<file path="src/rtl/core/ili_pkg.sv">
package ili_pkg;

    localparam int DEF_CAPACITY = 64;
    localparam int OP_W         = 3;
    localparam int POS_W        = 16;
    localparam int VAL_W        = 32;
    localparam int LEN_W        = 7;

    localparam logic [VAL_W-1:0] MISS_VALUE = {VAL_W{1'b1}};

    typedef enum logic [OP_W-1:0] {
        OP_GET    = 3'd0,
        OP_HEAD   = 3'd1,
        OP_TAIL   = 3'd2,
        OP_AT     = 3'd3,
        OP_DELETE = 3'd4
    } t_op;

    typedef enum logic [1:0] {
        S_IDLE,
        S_SHIFT,
        S_OUT
    } t_state;

    typedef struct packed {
        logic [OP_W-1:0]         operation;
        logic [POS_W-1:0]        position;
        logic signed [VAL_W-1:0] value;
    } t_in_item;

    typedef struct packed {
        logic signed [VAL_W-1:0] read_value;
        logic                    hit;
        logic                    changed;
        logic                    overflow;
        logic [LEN_W-1:0]        length;
    } t_out_item;

    // broadcast to every cell of the chain
    typedef struct packed {
        logic                    ins;
        logic                    del;
        logic                    load;
        logic                    shift;
        logic [POS_W-1:0]        pos;
        logic signed [VAL_W-1:0] value;
    } t_cell_ctrl;

endpackage

</file>
<file path="src/rtl/core/ili_cell.sv">
module ili_cell #(
    parameter int IDX = 0
) (
    input  logic                            i_clk,
    input  ili_pkg::t_cell_ctrl             i_ctrl,
    input  logic signed [ili_pkg::VAL_W-1:0] i_left,
    input  logic signed [ili_pkg::VAL_W-1:0] i_right,
    input  logic signed [ili_pkg::VAL_W-1:0] i_far,
    output logic signed [ili_pkg::VAL_W-1:0] o_val,
    output logic signed [ili_pkg::VAL_W-1:0] o_tap
);

    localparam logic [ili_pkg::POS_W-1:0] MY_POS = ili_pkg::POS_W'(IDX);

    logic signed [ili_pkg::VAL_W-1:0] r_val;
    logic signed [ili_pkg::VAL_W-1:0] n_val;
    logic signed [ili_pkg::VAL_W-1:0] r_tap;
    logic signed [ili_pkg::VAL_W-1:0] n_tap;

    always_comb begin
        n_val = r_val;
        if (i_ctrl.ins) begin
            if (MY_POS == i_ctrl.pos) begin
                n_val = i_ctrl.value;
            end else if (MY_POS > i_ctrl.pos) begin
                n_val = i_left;
            end
        end else if (i_ctrl.del) begin
            if (MY_POS >= i_ctrl.pos) begin
                n_val = i_right;
            end
        end
    end

    // read tap: loaded from the element, then moved towards cell 0
    always_comb begin
        n_tap = r_tap;
        if (i_ctrl.load) begin
            n_tap = r_val;
        end else if (i_ctrl.shift) begin
            n_tap = i_far;
        end
    end

    always_ff @(posedge i_clk) begin
        r_val <= n_val;
        r_tap <= n_tap;
    end

    assign o_val = r_val;
    assign o_tap = r_tap;

endmodule
</file>
<file path="config.mk">
export PLATFORM = sky130hd
export DESIGN_NAME = ili_cell
export DESIGN_NICKNAME = d
export VERILOG_FILES = /design/src/rtl/core/ili_pkg.sv /design/src/rtl/core/ili_cell.sv
export SDC_FILE = /design/constraint.sdc
export NUM_CORES = 1
export LEC_CHECK = 0
export BUFFER_PORTS_ARGS = -buffer_cell sky130_fd_sc_hd__buf_4
export CORE_MARGIN = 1.5
export CORE_UTILIZATION = 25
export DETAILED_ROUTE_END_ITERATION = 12
export SLEW_MARGIN = 15
export SYNTH_ARGS = -nofsm -noshare
export SYNTH_HDL_FRONTEND = slang
export SYNTH_SLANG_ARGS = --single-unit
</file>
<file path="constraint.sdc">
create_clock -name i_clk -period 5.8 [get_ports i_clk]
set_input_delay 0.58 -clock i_clk [delete_from_list [all_inputs] [get_ports i_clk]]
set_output_delay 0.58 -clock i_clk [all_outputs]
set_load 0.1 [all_outputs]
</file>
Yosys cells after proc, flatten, opt, wreduce, memory -nomap -nowiden
Cells that the tools add are included. W data, S select, Z words.

Flip-flop bits (word level): 64. Input port bits: 149. Output and inout port bits: 64.

$lt $le $gt $ge: 2. Equal/unequal tests: 1. Muxes and demuxes: 7. Reduce and logical (&&, ||, !) cells: 5.

Operators by type and width (count): $mux W32 (7); $ge A1 B16 Y1 const A (1); $gt A1 B16 Y1 const A (1); $logic_not A16 Y1 (1); $reduce_bool A2 Y1 (3); $ne A3 B1 Y1 const B (1); $reduce_and A3 Y1 (1).

Logic depth before layout (Yosys ltp)
Depth in word-level cells: 4. Depth in mapped cells: 6. Gate-level depth less buffers: 3.

Least setup slack after synthesis
No wires, ideal clock.

Kind: input to register. From: in i_ctrl[43] in the netlist's numbering. To: reg r_val, in the netlist o_val[0] (enable). Library setup time: 0.421 ns. Arrival time: 3.396 ns. Required time: 5.379 ns. Setup slack: 1.983 ns. Stages on the path: 6. Buffers on the path: 3. Cells stage by stage: or4_1 clkbuf_2 or4_4 buf_6 buf_6 nor2_1.

Cells in the longest elaborated chain, start to end: 3. Elaborated cells on any way between the ends: 6.

RTL lines: from (decl) (line ili_cell.sv:5) `input ili_pkg::t_cell_ctrl i_ctrl,`; $gt A1 B16 Y1 (tied with other cells) (line ili_cell.sv:25) `end else if (MY_POS > i_ctrl.pos) begin`; $ne A3 B1 Y1 (no line) or $reduce_bool A2 Y1 (tied branches); $reduce_and A3 Y1 (no line) *; to (signal assigned) (line ili_cell.sv:46) `r_val <= n_val;`; to (decl) (line ili_cell.sv:15) `logic signed [ili_pkg::VAL_W-1:0] r_val;`.

Mark *: on every way between the ends. The rest lies on a longest branch, timed or not. A chain may end at the register's enable or synchronous reset.

Worst setup path in the final report
From: in i_ctrl[43] in the netlist's numbering. To: reg r_val, in the netlist o_val[3] (enable).

Same word-level chain as after synthesis.

==> summary.md <==
| Metric | Value |
|---|---|
| Outcome | completed |
| Met1 Resource Use GR | between 10% and 20% |
| Power consumption | roughly 1.4 mW |
| Final hold vios | 0 |
| Synth area leaders | edfxtp_1 55%, mux2_2 10%, o221ai_1 8.0% |
| Minimum clock period | ~3.2 ns |
| RR Startpoint | o_val[31] |
| Clk_skew | roughly 0.0042 ns |
| Crit Path Class | input port to flip-flop |
| Worst r2r path cells | 1 |
| Area share of the largest cell type after synthesis | between 50% and 60% |
| Die area | 14700 sq um |
| Fin nets | 640 |
| Fin crit share | between 50% and 60% |
| Clock Pin Slew Worst Setup and Hold Paths | around 0.050 ns |
| Grt ovf | 0 |
| CTS Hold Bufs | 0 |
| Global routing's busiest layer | met2 |
| Max Slew Vio Count | 0 |
| Core Footprint | between 10000 and 15000 sq um |
| Routed WL | 11300 um |
| Worst hold start | i_far[28] |
| Largest net degree at the start of global routing | between 90 and 100 |
| Hold Path Class | input port to flip-flop |
| Critical path arrival | between 3 and 4 ns |
| DR iter-0 viols | roughly 270 |
| Cells after Synth | 299 |
| Clk buf depth | 2 |
| Port buffer count | ~210 |
| Ratio of cells with drive above 1 in the final layout | between 50 and 60% |
| Number of max-cap violations | 0 |
| Crit. End Element | flip-flop |
| GR Layer Usage met3 | 2.82% |
| Post-CTS Setup Bufs | 0 |
| RR Endpoint | o_tap[31] |
| Initial antenna violation count | 0 |
| Worst Hold End | o_tap[28] |
| DP HPWL | approximately 8200 um |
| FF+latch count, synth | 64 |
| CP Launch Type | input port |
| Final setup vio count | 0 |
| P per Cell Area | around 260 nW/um^2 |
| CTS tree | yes |
| Worst path required time | roughly 5.7 ns |
| Yosys top cell by area | edfxtp_1 |
| H-tree depth | 3 |
| Global Route met2 Usage | 25.1% |
| Reg-to-reg setup timing slack | a little under 5 ns |
| Mapped Area | between 3000 and 4000 sq um |
| Pleak | between 2 and 2.5 nW |
| Diodes inserted | 0 |
| DR WL/cell | 16.7 um |
| GPL Wtd Cong | 0.718 |
| Synth warnings | 0 |
| RSZ-0062 raised after global routing | false |
| # rows | 43 |
| Initial core utilization | between 20% and 30% |
| Final ANT Viol Nets | 0 |
| Io pins | between 200 and 250 |
| Tot GR Track Use | roughly 15% |
| Register area share after synthesis | a little over half |
| # DRC | 0 |
| Slew HR | a little over a third |
| First-pass GRT wire length | 16700 um |
| Clock Latency Late Sink | approximately 0.33 ns |
| Sum Neg Setup Slack | 0 ns |
| Root buffer cell | clkbuf_16 |
| Maximum vdd drop | between 100 and 150 uV |
| Synth cell types | 14 |
| Number of global-route vias before repair | 3222 |
| Die Width | 121 um |
| Die extent in y | approximately 120 um |
| Post-CTS resize count | 0 |
| Total CTS buffers | 9 |
| Fmax | 0.314 GHz |
| Hold Crit Depth | 2 |
| Critical-path maximum fanout | 33 |
| Vias per cell | ~4.8 |
| Mean Syn Cell Area | around 12 sq um |
| Worst-Margin Slew | roughly 0.97 ns |
| Area Growth Syn to Fin | 56.9% |
| DR vias | roughly 3.2k |
| Total clock sinks | 64 |
| Drt first pass iters | 4 |
| Mapped Nets | ~450 |
==> metal layers <==
| layer | part of all wire (%) | vias up |
|---|---|---|
| met5 | 0 | - |
| met3 | 7.1 | 13 |
| li1 | - | 1527 |
| met4 | 1.5 | 0 |
| met2 | 50 | 160 |
| met1 | 41 | 1512 |
==> worst max-delay path by stage <==
stage                from   endpoint  slack (ns)  cells after the start
4_1_cts        i_ctrl[43]   o_val[3]        2.59                      5
3_5_place_dp   i_ctrl[43]  o_val[11]        2.24                      5
6_report       i_ctrl[43]   o_val[3]        2.62                      5
2_1_floorplan  i_ctrl[43]   o_val[0]        1.98                      6
5_1_grt        i_ctrl[43]  o_val[13]        2.45                      5
3_3_place_gp   i_ctrl[44]   o_val[8]        2.32                      5
==> power breakdown <==
| part | switching, mW | internal, mW | leakage (nW) |
|---|---|---|---|
| combinational | 0.186 | 0.118 | 1.57 |
| clock | 0.193 | 0.370 | 0.147 |
| sequential | 0.00482 | 0.530 | 0.601 |
| total | 0.384 | 1.02 | 2.32 |
==> flip-flops by register name (all words and copies together), names as in the netlist <==
signal and flops:
o_tap 32, o_val 32
==> through the flow <==
| stage | utilization [%] | instance area (sq um) | setup WS [ns] | instances | hold WS [ns] |
|---|---|---|---|---|---|
| 3_3_place_gp | 37.7 | 5190 | 2.32 | 660 | 0.569 |
| 2_1_floorplan | - | 3500 | 1.98 | 299 | 0.800 |
| 3_5_place_dp | 37.7 | 5190 | 2.24 | 660 | 0.573 |
| 6_report | 39.9 | 5490 | 2.62 | 675 | 0.552 |
| 4_1_cts | 39.9 | 5490 | 2.59 | 675 | 0.541 |
| 5_1_grt | 39.9 | 5490 | 2.45 | 675 | 0.546 |
==> cells in the final DEF, fill, tap and decap left out, drive strengths merged, types with 3 or more instances in the layout <==
| master | netlist | routed |
|---|---|---|
| and2 | 32 | 32 |
| buf | 4 | 216 |
| clkbuf | 31 | 10 |
| clkinv | 0 | 3 |
| edfxtp | 64 | 64 |
| inv | 32 | 32 |
| mux2 | 32 | 32 |
| nand2 | 32 | 32 |
| o221ai | 32 | 32 |
| o41ai | 32 | 32 |
| or4 | 5 | 5 |
==> critical path, stage by stage <==
cell and delay [ns]:
buf_4 0.10, or4_1 0.52, buf_4 0.26, or4_4 0.79, nor2_4 0.84
==> area by class of cell <==
class                   count  area, sq um
multi-input cells         168         1300
repair buffers            216         1620
inverters                  32          120
flip-flops and latches     64         1920
clock buffers              10          229
clock inverters             5         72.6
well taps                 180          225
fillers                  1380         8280
==> cell families after synthesis <==
group | share of synthesized area, %
AO/OA/AOI/OAI | 16.0
AND/OR/NAND/NOR | 10.7
buffers and inverters | 8.08
multiplexers | 10.3
flip-flops | 54.9
==> cells in the mapped netlist <==
| library cell | number |
|---|---|
| or4_1 | 4 |
| clkbuf_1 | 30 |
| clkbuf_2 | 1 |
| or4_4 | 1 |
| mux2_2 | 32 |
| nand2_1 | 32 |
| edfxtp_1 | 64 |
| o221ai_1 | 32 |
| nor2_1 | 2 |
| and2_1 | 32 |
| or2_2 | 1 |
| o41ai_1 | 32 |
| inv_1 | 32 |
| buf_6 | 4 |
Note: power is estimated with default switching activity, not from simulation.
